--- src/rtl/ppmc_pkg.sv ---
// ============================================================================
// Panel pot and mode controller package
// Shared types, codes and a helper function for the panel controller.
// ============================================================================
package ppmc_pkg;

    localparam int PotCount = 4;

    typedef struct packed {
        logic        func;
        logic [1:0]  pot_index;
        logic [15:0] pot_raw;
        logic        button;
        logic [15:0] press_ms;
    } t_in_item;

    typedef struct packed {
        logic [1:0]  kind;
        logic        target;
        logic [1:0]  param_index;
        logic [15:0] param_value;
        logic [3:0]  proc_function;
        logic        control_mode;
        logic [1:0]  edit_mode_now;
        logic [2:0]  panel_function;
        logic        last;
    } t_out_item;

    // Result kinds.
    localparam logic [1:0] KIND_PARAM = 2'd0;
    localparam logic [1:0] KIND_FUNC  = 2'd1;
    localparam logic [1:0] KIND_CMODE = 2'd2;

    // Edit modes.
    localparam logic [1:0] EM_TWIN    = 2'd0;
    localparam logic [1:0] EM_SPLIT   = 2'd1;
    localparam logic [1:0] EM_EXPERT1 = 2'd2;
    localparam logic [1:0] EM_EXPERT2 = 2'd3;

    // Threshold classes.
    localparam logic [1:0] CLS_NONE     = 2'd0;
    localparam logic [1:0] CLS_UNLOCKED = 2'd1;
    localparam logic [1:0] CLS_LOCKED   = 2'd2;

    // Configuration register indexes.
    localparam logic [1:0] REG_SNAP     = 2'd0;
    localparam logic [1:0] REG_LONG     = 2'd1;
    localparam logic [1:0] REG_UNLOCKED = 2'd2;
    localparam logic [1:0] REG_LOCKED   = 2'd3;

    localparam logic [7:0] SNAP_WINDOW = 8'd2;

    // Commands from the controller to the datapath.
    typedef enum logic [2:0] {
        CMD_NONE,
        CMD_POT,
        CMD_EDIT_LONG,
        CMD_EDIT_SHORT,
        CMD_FUNC
    } t_cmd;

    typedef enum logic [1:0] {
        ST_IDLE,
        ST_EXEC,
        ST_EMIT
    } t_state;

    typedef struct packed {
        t_cmd cmd;
        logic load_item;
        logic emit_step;
    } t_ctrl;

    typedef struct packed {
        logic [3:0] res_count;
    } t_status;

    // Panel function to processor function code for one channel.
    function automatic logic [3:0] proc_code(input logic [2:0] f, input logic ch);
        logic [3:0] r;
        if (f < 3'd3) r = {1'b0, f};
        else if (f == 3'd3) r = 4'd3 + {3'b0, ch};
        else r = {1'b0, f} + 4'd1;
        return r;
    endfunction

endpackage

--- src/rtl/panel_pot_and_mode_controller_unit.sv ---
// ============================================================================
// Panel pot and mode controller
// Top level joining the sequencer and the datapath.
// ============================================================================
// Usage: present one input transaction (pot sample or button release) with
// i_in_valid; it is taken when i_in_valid is high and o_in_stall is low.
// Each item passes through capture and state update and then plays out the
// results it causes, up to twelve results for an edit mode change; the
// sequencer handles one item at a time, so o_in_stall stays high until the
// final result (o_out_item.last) has been taken. An item that causes no
// result frees the input once the sequencer has passed its emit state.
// Results appear on o_out_valid/o_out_item; a high i_out_stall holds the
// current result unchanged until it is taken.
// Configuration writes use i_cfg_valid/o_cfg_ready, always ready; the user must
// make them only while the block is idle, which the block does not enforce.
// Synchronous active-low reset restores default registers, clears filters,
// thresholds and stored values, and sets twin mode with panel function 0.
module panel_pot_and_mode_controller_unit
    import ppmc_pkg::*;
(
    input  logic      i_clk,
    input  logic      i_rst_n,
    input  logic      i_in_valid,
    output logic      o_in_stall,
    input  t_in_item  i_in_item,
    output logic      o_out_valid,
    input  logic      i_out_stall,
    output t_out_item o_out_item,
    input  logic      i_cfg_valid,
    output logic      o_cfg_ready,
    input  logic [1:0] i_cfg_index,
    input  logic [15:0] i_cfg_data
);

    t_ctrl      w_ctrl;
    t_status    w_status;
    logic       w_func, w_button, w_is_long, w_last;
    logic [3:0] w_idx;

    assign o_cfg_ready = 1'b1;

    ppmc_ctrl u_ctrl (
        .i_clk      (i_clk),
        .i_rst_n    (i_rst_n),
        .i_valid    (i_in_valid),
        .i_func     (w_func),
        .i_button   (w_button),
        .i_is_long  (w_is_long),
        .i_out_stall(i_out_stall),
        .i_status   (w_status),
        .o_in_stall (o_in_stall),
        .o_out_valid(o_out_valid),
        .o_last     (w_last),
        .o_res_idx  (w_idx),
        .o_ctrl     (w_ctrl)
    );

    ppmc_datapath u_dp (
        .i_clk     (i_clk),
        .i_rst_n   (i_rst_n),
        .i_item    (i_in_item),
        .i_ctrl    (w_ctrl),
        .i_res_idx (w_idx),
        .i_last    (w_last),
        .i_cfg_we  (i_cfg_valid),
        .i_cfg_idx (i_cfg_index),
        .i_cfg_data(i_cfg_data),
        .o_func    (w_func),
        .o_button  (w_button),
        .o_is_long (w_is_long),
        .o_status  (w_status),
        .o_item    (o_out_item)
    );

endmodule

--- src/rtl/ppmc_ctrl.sv ---
// ============================================================================
// Panel controller sequencer
// Accepts one transaction, runs the datapath step, then plays out results.
// ============================================================================
module ppmc_ctrl
    import ppmc_pkg::*;
(
    input  logic      i_clk,
    input  logic      i_rst_n,
    input  logic      i_valid,
    input  logic      i_func,
    input  logic      i_button,
    input  logic      i_is_long,
    input  logic      i_out_stall,
    input  t_status   i_status,
    output logic      o_in_stall,
    output logic      o_out_valid,
    output logic      o_last,
    output logic [3:0] o_res_idx,
    output t_ctrl     o_ctrl
);

    t_state     r_state, n_state;
    logic [3:0] r_idx, n_idx;

    // State and result index registers.
    always_ff @(posedge i_clk) begin
        if (!i_rst_n) begin
            r_state <= ST_IDLE;
            r_idx   <= '0;
        end else begin
            r_state <= n_state;
            r_idx   <= n_idx;
        end
    end

    // Next state and command decode.
    always_comb begin
        n_state        = r_state;
        n_idx          = r_idx;
        o_ctrl.cmd       = CMD_NONE;
        o_ctrl.load_item = 1'b0;
        o_ctrl.emit_step = 1'b0;
        o_in_stall     = 1'b1;
        o_out_valid    = 1'b0;
        unique case (r_state)
            ST_IDLE: begin
                o_in_stall = 1'b0;
                if (i_valid) begin
                    o_ctrl.load_item = 1'b1;
                    n_state = ST_EXEC;
                end
            end
            ST_EXEC: begin
                if (!i_func) o_ctrl.cmd = CMD_POT;
                else if (i_button) o_ctrl.cmd = CMD_FUNC;
                else if (i_is_long) o_ctrl.cmd = CMD_EDIT_LONG;
                else o_ctrl.cmd = CMD_EDIT_SHORT;
                n_idx   = '0;
                n_state = ST_EMIT;
            end
            ST_EMIT: begin
                if (i_status.res_count == 4'd0) begin
                    n_state = ST_IDLE;
                end else begin
                    o_out_valid = 1'b1;
                    if (!i_out_stall) begin
                        o_ctrl.emit_step = 1'b1;
                        n_idx = r_idx + 4'd1;
                        if (o_last) n_state = ST_IDLE;
                    end
                end
            end
            default: n_state = ST_IDLE;
        endcase
    end

    assign o_last    = (r_idx + 4'd1 == i_status.res_count);
    assign o_res_idx = r_idx;

endmodule

--- src/rtl/ppmc_datapath.sv ---
// ============================================================================
// Panel controller datapath
// Pot filters, acceptance thresholds, snap pickup, mode state and results.
// ============================================================================
module ppmc_datapath
    import ppmc_pkg::*;
(
    input  logic       i_clk,
    input  logic       i_rst_n,
    input  t_in_item   i_item,
    input  t_ctrl      i_ctrl,
    input  logic [3:0] i_res_idx,
    input  logic       i_last,
    input  logic       i_cfg_we,
    input  logic [1:0] i_cfg_idx,
    input  logic [15:0] i_cfg_data,
    output logic       o_func,
    output logic       o_button,
    output logic       o_is_long,
    output t_status    o_status,
    output t_out_item  o_item
);

    // Configuration registers.
    logic        r_snap;
    logic [15:0] r_long, r_unl, r_lck;

    always_ff @(posedge i_clk) begin
        if (!i_rst_n) begin
            r_snap <= 1'b0;
            r_long <= 16'd600;
            r_unl  <= 16'd64;
            r_lck  <= 16'd256;
        end else if (i_cfg_we) begin
            unique case (i_cfg_idx)
                REG_SNAP:     r_snap <= i_cfg_data[0];
                REG_LONG:     r_long <= i_cfg_data;
                REG_UNLOCKED: r_unl  <= i_cfg_data;
                REG_LOCKED:   r_lck  <= i_cfg_data;
                default: ;
            endcase
        end
    end

    // Held input item.
    t_in_item r_in;
    always_ff @(posedge i_clk) begin
        if (i_ctrl.load_item) r_in <= i_item;
    end

    assign o_func    = r_in.func;
    assign o_button  = r_in.button;
    assign o_is_long = r_in.press_ms > r_long;

    // Panel state.
    logic [15:0] r_filt [PotCount];
    logic [15:0] r_acc  [PotCount];
    logic [1:0]  r_cls  [PotCount];
    logic [7:0]  r_sb   [2*PotCount];
    logic        r_caught [PotCount];
    logic [1:0]  r_em;
    logic [2:0]  r_cf [2];

    // Result list: kinds decided at the step, replayed by index.
    typedef enum logic [1:0] {
        RL_NONE,
        RL_POT,
        RL_MODE,
        RL_FUNC
    } t_rlist;
    t_rlist      r_rl;
    logic [3:0]  r_cnt;
    logic [1:0]  r_pid;
    logic [15:0] r_pval;
    logic [1:0]  r_pmode;
    logic        r_pch;
    logic        r_flong;
    logic [2:0]  r_fval;

    // Pot and function arithmetic for the held item.
    logic [1:0]  w_id;
    logic [18:0] w_sum;
    logic [15:0] w_lp, w_cur, w_diff, w_thr;
    logic [7:0]  w_hi, w_sb, w_delta;
    logic        w_ch, w_take, w_ok;
    logic [2:0]  w_slot;
    logic [2:0]  w_f, w_nf;

    always_comb begin
        w_id   = r_in.pot_index;
        w_sum  = {3'b0, r_in.pot_raw} + {3'b0, r_filt[w_id]} * 19'd7;
        w_lp   = w_sum[18:3];
        w_cur  = r_acc[w_id];
        w_diff = (w_lp > w_cur) ? w_lp - w_cur : w_cur - w_lp;
        w_thr  = (r_cls[w_id] == CLS_LOCKED) ? r_lck : r_unl;
        w_take = (r_cls[w_id] == CLS_NONE) || (w_diff >= w_thr);
        w_hi   = w_lp[15:8];
        w_ch   = r_em[0];
        w_slot = {w_ch, w_id};
        w_sb   = r_sb[w_slot];
        w_delta = (w_sb > w_hi) ? w_sb - w_hi : w_hi - w_sb;
        w_ok   = !r_snap || r_caught[w_id] || (w_delta <= SNAP_WINDOW);
        w_f    = (r_em == EM_EXPERT2) ? r_cf[1] : r_cf[0];
        if (o_is_long) w_nf = w_f + 3'd4;
        else w_nf = {w_f[2], w_f[1:0] + 2'd1};
    end

    // State update on the step cycle; result count clear after the last result.
    always_ff @(posedge i_clk) begin
        if (!i_rst_n) begin
            for (int i = 0; i < PotCount; i++) begin
                r_filt[i]   <= '0;
                r_acc[i]    <= '0;
                r_cls[i]    <= CLS_NONE;
                r_caught[i] <= 1'b0;
            end
            for (int i = 0; i < 2*PotCount; i++) r_sb[i] <= '0;
            r_em    <= EM_TWIN;
            r_cf[0] <= '0;
            r_cf[1] <= '0;
            r_rl    <= RL_NONE;
            r_cnt   <= '0;
        end else begin
            unique case (i_ctrl.cmd)
                CMD_POT: begin
                    r_filt[w_id] <= w_lp;
                    r_rl  <= RL_POT;
                    r_pid <= w_id;
                    r_pval <= w_lp;
                    r_pmode <= r_em;
                    r_pch <= w_ch;
                    r_cnt <= '0;
                    if (w_take) begin
                        r_acc[w_id] <= w_lp;
                        r_cls[w_id] <= CLS_UNLOCKED;
                        if (r_em == EM_TWIN) begin
                            r_sb[{1'b0, w_id}] <= w_hi;
                            r_cnt <= 4'd2;
                        end else if (r_em == EM_SPLIT) begin
                            r_sb[{1'b0, w_id}] <= w_hi;
                            r_cnt <= 4'd1;
                        end else if (w_ok) begin
                            r_sb[w_slot] <= w_hi;
                            r_caught[w_id] <= 1'b1;
                            r_cnt <= 4'd1;
                        end
                    end
                end
                CMD_EDIT_LONG: begin
                    r_em    <= r_em + 2'd2;
                    r_cf[0] <= r_cf[1];
                    r_flong <= 1'b1;
                    r_rl    <= RL_MODE;
                    for (int i = 0; i < PotCount; i++) begin
                        r_cls[i]    <= CLS_LOCKED;
                        r_caught[i] <= 1'b0;
                    end
                    // New mode: twin or split gives full copy lists.
                    if (r_em + 2'd2 == EM_SPLIT) r_cnt <= 4'd8;
                    else if (r_em + 2'd2 == EM_TWIN) r_cnt <= 4'd12;
                    else r_cnt <= 4'd4;
                end
                CMD_EDIT_SHORT: begin
                    r_flong <= 1'b0;
                    r_rl    <= RL_MODE;
                    if (r_em <= EM_SPLIT) begin
                        r_em  <= EM_SPLIT - r_em;
                        r_cnt <= (r_em == EM_TWIN) ? 4'd6 : 4'd10;
                    end else begin
                        r_em  <= EM_EXPERT2 - {1'b0, r_em[0]};
                        r_cnt <= 4'd2;
                        for (int i = 0; i < PotCount; i++) begin
                            r_cls[i]    <= CLS_LOCKED;
                            r_caught[i] <= 1'b0;
                        end
                    end
                end
                CMD_FUNC: begin
                    r_rl   <= RL_FUNC;
                    r_fval <= w_nf;
                    r_pmode <= r_em;
                    if (r_em <= EM_SPLIT) begin
                        r_cf[0] <= w_nf;
                        r_cf[1] <= w_nf;
                        r_cnt   <= 4'd2;
                    end else begin
                        r_cf[r_em[0]] <= w_nf;
                        r_cnt <= 4'd1;
                    end
                end
                default: begin
                    if (i_ctrl.emit_step && i_last) r_cnt <= '0;
                end
            endcase
        end
    end

    assign o_status.res_count = r_cnt;

    // Result formation by index.
    logic [3:0] w_k;
    logic [1:0] w_pi;
    always_comb begin
        o_item = '0;
        o_item.edit_mode_now  = r_em;
        o_item.panel_function = (r_em == EM_EXPERT2) ? r_cf[1] : r_cf[0];
        o_item.last = i_last;
        w_k  = i_res_idx;
        w_pi = '0;
        case (r_rl)
            RL_POT: begin
                o_item.kind = KIND_PARAM;
                o_item.param_value = r_pval;
                if (r_pmode == EM_TWIN) begin
                    o_item.target = w_k[0];
                    o_item.param_index = r_pid;
                end else if (r_pmode == EM_SPLIT) begin
                    o_item.target = r_pid[1];
                    o_item.param_index = {1'b0, r_pid[0]};
                end else begin
                    o_item.target = r_pch;
                    o_item.param_index = r_pid;
                end
            end
            RL_FUNC: begin
                o_item.kind = KIND_FUNC;
                o_item.target = (r_pmode <= EM_SPLIT) ? w_k[0] : r_pmode[0];
                o_item.proc_function = proc_code(r_fval, o_item.target);
            end
            RL_MODE: begin
                // Optional leading function pair after a long press.
                if (r_flong && w_k < 4'd2) begin
                    o_item.kind = KIND_FUNC;
                    o_item.target = w_k[0];
                    o_item.proc_function = proc_code(r_cf[0], w_k[0]);
                end else begin
                    w_k = r_flong ? i_res_idx - 4'd2 : i_res_idx;
                    if (r_em == EM_SPLIT && w_k < 4'd4) begin
                        o_item.kind = KIND_PARAM;
                        o_item.target = w_k[1];
                        o_item.param_index = {1'b0, w_k[0]};
                        w_pi = {w_k[1], w_k[0]};
                        o_item.param_value = r_acc[w_pi];
                    end else if (r_em == EM_TWIN && w_k < 4'd8) begin
                        o_item.kind = KIND_PARAM;
                        o_item.target = w_k[2];
                        o_item.param_index = w_k[1:0];
                        w_pi = w_k[1:0];
                        o_item.param_value = r_acc[w_pi];
                    end else begin
                        o_item.kind = KIND_CMODE;
                        o_item.target = w_k[0];
                        o_item.control_mode = (r_em != EM_SPLIT);
                    end
                end
            end
            default: ;
        endcase
    end

endmodule

--- config.mk ---
export PLATFORM = sky130hd
export DESIGN_NAME = panel_pot_and_mode_controller_unit
export DESIGN_NICKNAME = d
export VERILOG_FILES = /design/src/rtl/ppmc_pkg.sv /design/src/rtl/panel_pot_and_mode_controller_unit.sv /design/src/rtl/ppmc_ctrl.sv /design/src/rtl/ppmc_datapath.sv
export SDC_FILE = /design/constraint.sdc
export NUM_CORES = 1
export LEC_CHECK = 0
export BUFFER_PORTS_ARGS = -buffer_cell sky130_fd_sc_hd__buf_2
export CORE_MARGIN = 2
export CORE_UTILIZATION = 55
export CTS_CLUSTER_SIZE = 40
export DETAILED_ROUTE_END_ITERATION = 10
export GPL_TIMING_DRIVEN = 0
export HOLD_SLACK_MARGIN = 0.02
export PLACE_DENSITY = 0.73
export RECOVER_POWER = 100
export SYNTH_ARGS = -nofsm -noshare
export SYNTH_HDL_FRONTEND = slang
export SYNTH_SLANG_ARGS = --single-unit
--- constraint.sdc ---
create_clock -name i_clk -period 17.3 [get_ports i_clk]
set_input_delay 3.46 -clock i_clk [delete_from_list [all_inputs] [get_ports i_clk]]
set_output_delay 3.46 -clock i_clk [all_outputs]
set_load 0.005 [all_outputs]
# After elaboration in Yosys (flattened, before gate mapping)
# Memories as Yosys holds them, arrays and structs flattened. A register that Yosys moved wholly into a read port is not among the register bits.
# Cells that the tools add are included.
[totals] n_memories=6 input_bits=59 reg_bits=124 ramBits=210 elab_cells=285 output_inout_bits=35
[classes] reduce_logical=38 n_mux=146 n_eq_ne=26 add_sub_neg=16 mul=1 bitwise=20 n_lt_le_gt_ge=12
[memory_table] name="u_dp.r_acc" words=4 width=16 rd=2 rd_ports_with_merged_regs=1 write_ports=4 line_no="ppmc_datapath.sv:57" text="logic [15:0] r_acc [PotCount];"
[memory_table] name="u_dp.r_filt" words=4 width=16 rd=1 rd_ports_with_merged_regs=1 write_ports=4 line_no="ppmc_datapath.sv:56" text="logic [15:0] r_filt [PotCount];"
[memory_table] name="u_dp.r_sb" words=8 width=8 rd=1 rd_ports_with_merged_regs=0 write_ports=8 line_no="ppmc_datapath.sv:59" text="logic [7:0] r_sb [2*PotCount];"
[memory_table] name="u_dp.r_cls" words=4 width=2 rd=1 rd_ports_with_merged_regs=1 write_ports=4 line_no="ppmc_datapath.sv:58" text="logic [1:0] r_cls [PotCount];"
[memory_table] name="u_dp.r_cf" words=2 width=3 rd=2 rd_ports_with_merged_regs=0 write_ports=2 line_no="ppmc_datapath.sv:62" text="logic [2:0] r_cf [2];"
[memory_table] name="u_dp.r_caught" words=4 width=1 rd=1 rd_ports_with_merged_regs=1 write_ports=4 line_no="ppmc_datapath.sv:60" text="logic r_caught [PotCount];"
[ops] cell="two-way mux 1 bit" count=72
[ops] cell="two-way mux 16 bit" count=4
[ops] cell="two-way mux 4 bit" count=16
[ops] cell="two-way mux 2 bit" count=23
[ops] cell="two-way mux 3 bit" count=15
[ops] cell="two-way mux 18 bit" count=2
[ops] cell="case mux 18 bit (2 select lines)" count=1
[ops] cell="> comparator 16 bit" count=2
[ops] cell="two-way mux 8 bit" count=4
[ops] cell="OR reduction 16 bit" count=2
[ops] cell="subtractor 16 bit" count=2
[ops] cell="two-way mux 21 bit" count=1
[ops] cell="OR 1 bit" count=20
[ops] cell="adder 16 x 19 -> 19 bit" count=1
[ops] cell="multiplier 16 x 3 -> 19 bit, second input constant" count=1
[ops] cell=">= comparator 16 bit" count=1
[ops] cell="case mux 4 bit (2 select lines)" count=2
[ops] cell="case mux 4 bit (4 select lines)" count=1
[ops] cell="AND reduction 2 bit" count=8
[ops] cell="OR reduction 8 bit" count=2
[ops] cell="subtractor 8 bit" count=2
[ops] cell="== test 2 bit, second input constant" count=7
[ops] cell="== test 2 x 1 -> 1 bit, second input constant" count=6
[ops] cell="== test 3 x 2 -> 1 bit, second input constant" count=4
[ops] cell="39 further kinds" count=60

# Longest topological paths before layout
[logic_depth] ltp_word=15 ltp_mapped=42 ltp_nobuf=38

# Cells and area by module
# A second synthesis with hierarchy kept.
[unflattened] cells_unflattened=1757 area_unflattened_um2=19368.6
[by_module_without_submodules] mod="ppmc_datapath" n_inst=1 seq_area_each_um2=9318.9 area_per_inst_um2=18898.1 cells_each=1701
[by_module_without_submodules] mod="ppmc_ctrl" n_inst=1 seq_area_each_um2=120.1 area_per_inst_um2=459.2 cells_each=54
[by_module_without_submodules] mod="panel_pot_and_mode_controller_unit" n_inst=1 seq_area_each_um2=0.0 area_per_inst_um2=11.3 cells_each=2

# Worst setup path after synthesis
# Ideal clock, no wire load.
[synth_path] kind="register to register" startpoint="register with a tool-made name" endpoint="memory u_dp.r_acc[1][0], enable pin" setup_slack_ns=7.111 synth_period_minus_slack_ns=10.189 setup_ns=0.364 required_ns=16.936 path_stages_with_launch=41 arrival_time_ns=9.825 path_buffers=7 cell_sequence="dfxtp_1 > buf_6 > buf_1 > mux4_2 > inv_1 > fa_1 > fa_1 > inv_1 > ha_1 > a21oi_1 > o21ai_0 > a211oi_1 > a21boi_0 > nor2_1 > o211ai_1 > a21oi_1 > o21bai_1 > xnor2_1 > (+5 left out) > and3_1 > a2111o_1 > or3_1 > buf_4 > mux2i_1 > a211oi_1 > xnor2_1 > ha_1 > nand4_1 > nor2_1 > a221oi_1 > o221ai_1 > a41oi_1 > clkbuf_1 > or3_1 > clkbuf_1 > clkbuf_1 > nand2_1"
[synth_lines] item="to (decl)" line_no="ppmc_datapath.sv:57"

==> results by group <==
Status
  – Status: complete, but fails checks
  – Failing checks: capacitance limit, slew limit

Floorplanning
  – Die area: ~0.037 mm²
  – # IOs: 94
  – Die Y: roughly 190 µm
  – Site row count: 68
  – Core Footprint: about 0.035 mm²
  – Die Width: about 190 µm
  – Starting Density: 0.560

Cells and area
  – Nets@finish: roughly 2,100
  – Layout cells sized above 1: 0.111
  – Area Growth Syn to Fin: 11.3%
  – Fill cell count: roughly 2,800
  – Ant diodes: 0
  – Non-Filler Instances: 2,407

Clock network
  – Hold buffer count at cts: 0
  – Worst skew pair latency: 0.54 ns
  – Postcts setup bufs: 0
  – Post-CTS Resized: 0
  – Clk buf depth: 3
  – CTS tree: yes
  – Worst-path clk slew: approximately 0.060 ns
  – Clk root buf: clkbuf_16
  – Clock buffer count from CTS: 39
  – H-tree lvl count: 2
  – CTS sink cnt: 336

Critical path
  – Critical path's largest stage delay: 1.05 ns
  – CP Capture Type: flip-flop
  – CP arrival: about 16 ns
  – Worst-path fanout max: 16
  – Crit path kind: flip-flop to flip-flop
  – Worst r2r path cells: 39
  – Slowest CP cell: a21boi_0
  – Cell repeated most along the worst path: clkbuf_1
  – Required time of the critical path: between 15 and 20 ns
  – Worst Setup Start Kind: flip-flop
  – R2R Setup Slk: about 1.8 ns

Global routing
  – Largest net degree at the start of global routing: 26
  – Vias in the first global route: around 14,000
  – First-pass GRT wire length: just over 80,000 µm
  – Total track usage: 0.291
  – Antenna violations before repair: 1
  – Total congestion overflow: 0

Job
  – Max Cap Viol: 2

Route
  – Pre-Repair DR Iteration Count: 8
  – Via density per instance: around 6.0
  – DR iter-0 viols: approximately 1,400
  – Number of antenna-violating nets in the routed design: 0
  – Via count: around 15,000
  – Routed Wire Length: about 53,000 µm
  – DRC Markers: 0
  – Routed length per placed instance: approximately 22 µm

Timing
  – FMAX: around 64 MHz
  – Endpoints failing setup: 0
  – Setup_tns: 0 ns
  – Final hold violations: 0
  – Slew Limit Headroom: -0.106
  – Worst Clk Skew: between 0.015 and 0.02 ns
  – Setup ws final: between 1.5 and 2 ns
  – Final Max Tran Viols: 23
  – Least-Margin Pin Slew: between 1.5 and 2 ns
  – Final critical-path required period: between 15 and 20 ns
  – Period utilization: 0.897
  – RSZ-0062 raised after global routing: false

Synth
  – Sequential cell area fraction in the yosys report: 0.486
  – Yosys warning count: 0
  – Post-synth EDFFs: ~270
  – Synthesized area: between 0.015 and 0.02 mm²
  – Post-synth net total: ~2,000
  – Library cells used by synthesis: 69
  – Top_reg_cell synth: edfxtp_1
  – Async set-reset flop share out of synthesis: 0
  – Seq cells post-synth: between 300 and 400
  – Syn_area_per_cell: between 10 and 15 µm²
  – Mapped Cells: between 1,500 and 2,000

Hold path
  – Hold-critical path depth: 2
  – Worst hold path type: flip-flop to flip-flop

Place
  – DP Cell Count: 2,338
  – I/O Buffers: between 90 and 100
  – Pre-CTS setup slack: roughly 2.5 ns
  – DPL Wire Length: slightly below 40,000 µm
  – GPL Wtd Cong: 0.934
[registers in the layout, summed over array words and instances (netlist names), 2 cells and up, named ones only]
name	cells
u_ctrl.o_res_idx	4
u_dp.r_pval	16
u_dp.r_in	32
u_dp.r_lck	16
u_dp.r_fval	3
u_ctrl.r_state	2
u_dp.r_caught	4
u_dp.r_cls	8
u_dp.w_id	2
u_dp.o_status	4
u_dp.r_unl	16
u_dp.r_sb	64
u_dp.r_cf	6
u_dp.r_em	2
u_dp.r_rl	2
u_dp.r_acc	64
u_dp.r_pmode	2
u_dp.r_long	16
u_dp.r_pid	2
u_dp.r_filt	64
[synth_stat cells (all sizes together) (22+ instances only)]
cell | n | area [µm²]
xnor2 | 24 | 210
xor2 | 25 | 219
nand2b | 22 | 138
dfxtp | 65 | 1300
ha | 105 | 1310
mux2i | 35 | 350
a21o | 31 | 233
inv | 151 | 567
nor3 | 52 | 270
edfxtp | 271 | 8140
nor2 | 206 | 773
a21oi | 107 | 536
fa | 33 | 661
nor2b | 36 | 225
mux4 | 67 | 1510
clkbuf | 82 | 308
o21ai | 50 | 254
nand2 | 192 | 728
[critical path, delay by kind of cell, from the launching register on]
| kind | cells | cell delay (ns) |
|---|---|---|
| buf+inv | 9 | 4.50 |
| mux | 1 | 0.61 |
| flops | 1 | 0.31 |
| compound gates | 13 | 4.39 |
| xor+xnor | 1 | 0.86 |
| simple gates | 10 | 2.22 |
| fa+ha+maj | 5 | 2.10 |
[path summary, 6_finish.rpt]
path / start / end
worst max-delay path: flip-flop / u_dp.r_acc[1][15]$_SDFFCE_PN0P_
worst max register to register: flip-flop / u_dp.r_acc[1][15]$_SDFFCE_PN0P_
worst min register to register: u_dp.r_lck[7]$_SDFFE_PN0P_ / u_dp.r_lck[7]$_SDFFE_PN0P_
worst min-delay path: u_dp.r_lck[7]$_SDFFE_PN0P_ / u_dp.r_lck[7]$_SDFFE_PN0P_
[cell usage in the layout, fill, tap and decap left out, types with 11 or more instances in the layout]
master and instances:
a21o_1 31, a21oi_1 107, a22oi_1 21, buf_2 60
clkbuf_1 129, clkbuf_16 40, dfxtp_1 65, edfxtp_1 271
fa_1 33, ha_1 105, inv_1 151, mux2i_1 35
mux4_2 67, nand2_1 192, nand2b_1 22, nand3_1 18
nand4_1 11, nor2_1 206, nor2b_1 36, nor3_1 50
nor4_1 13, o21a_1 14, o21ai_0 48, or2_2 11
xnor2_1 24, xor2_1 25
[through the flow]
| stage | instance area (µm²) | utilization | hold WS (ns) |
|---|---|---|---|
| 6_report | 21600 | 0.623 | 0.453 |
| 2_1_floorplan | 19400 | - | 0.433 |
| 3_3_place_gp | 20500 | 0.590 | 0.442 |
| 4_1_cts | 21800 | 0.627 | 0.454 |
| 5_1_grt | 21600 | 0.623 | 0.477 |
| 3_5_place_dp | 20500 | 0.592 | 0.446 |
[cells by family (layout without fill, tap and decap cells)]
group,after synthesis,in the layout,synth area share
flip-flops,336,336,0.486
AO/OA/AOI/OAI,301,301,0.0986
multiplexers,111,111,0.101
AND/OR/NAND/NOR,597,597,0.139
XOR/XNOR,49,49,0.0221
other,1,1,0.000193
buffers and inverters,252,415,0.0505
adder cells (fa/ha/maj),142,142,0.104
[per-layer routing]
metal | share of wire | global-route usage | wire [µm]
met2 | 0.48 | 0.486 | 25300
met5 | 0 | 0 | 0
met1 | 0.41 | 0.397 | 21700
met3 | 0.079 | 0.0413 | 4170
met4 | 0.030 | 0.0884 | 1570
[cell type report]
| cell class | count | area, µm² | share of cell area |
|---|---|---|---|
| plain buffers | 101 | 392 | 0.0181 |
| clock buffers | 47 | 1040 | 0.0479 |
| clock inverters | 22 | 199 | 0.00919 |
| inverters | 151 | 567 | 0.0262 |
| multi-input cells | 1201 | 9010 | 0.416 |
| flip-flops and latches | 336 | 9440 | 0.436 |
| well taps | 455 | 569 | 0.0263 |
| repair buffers | 94 | 429 | 0.0198 |
Power is left out: the tool's default activity adds up to more than one toggle a clock period on the data nets, which glitch-free logic cannot reach.
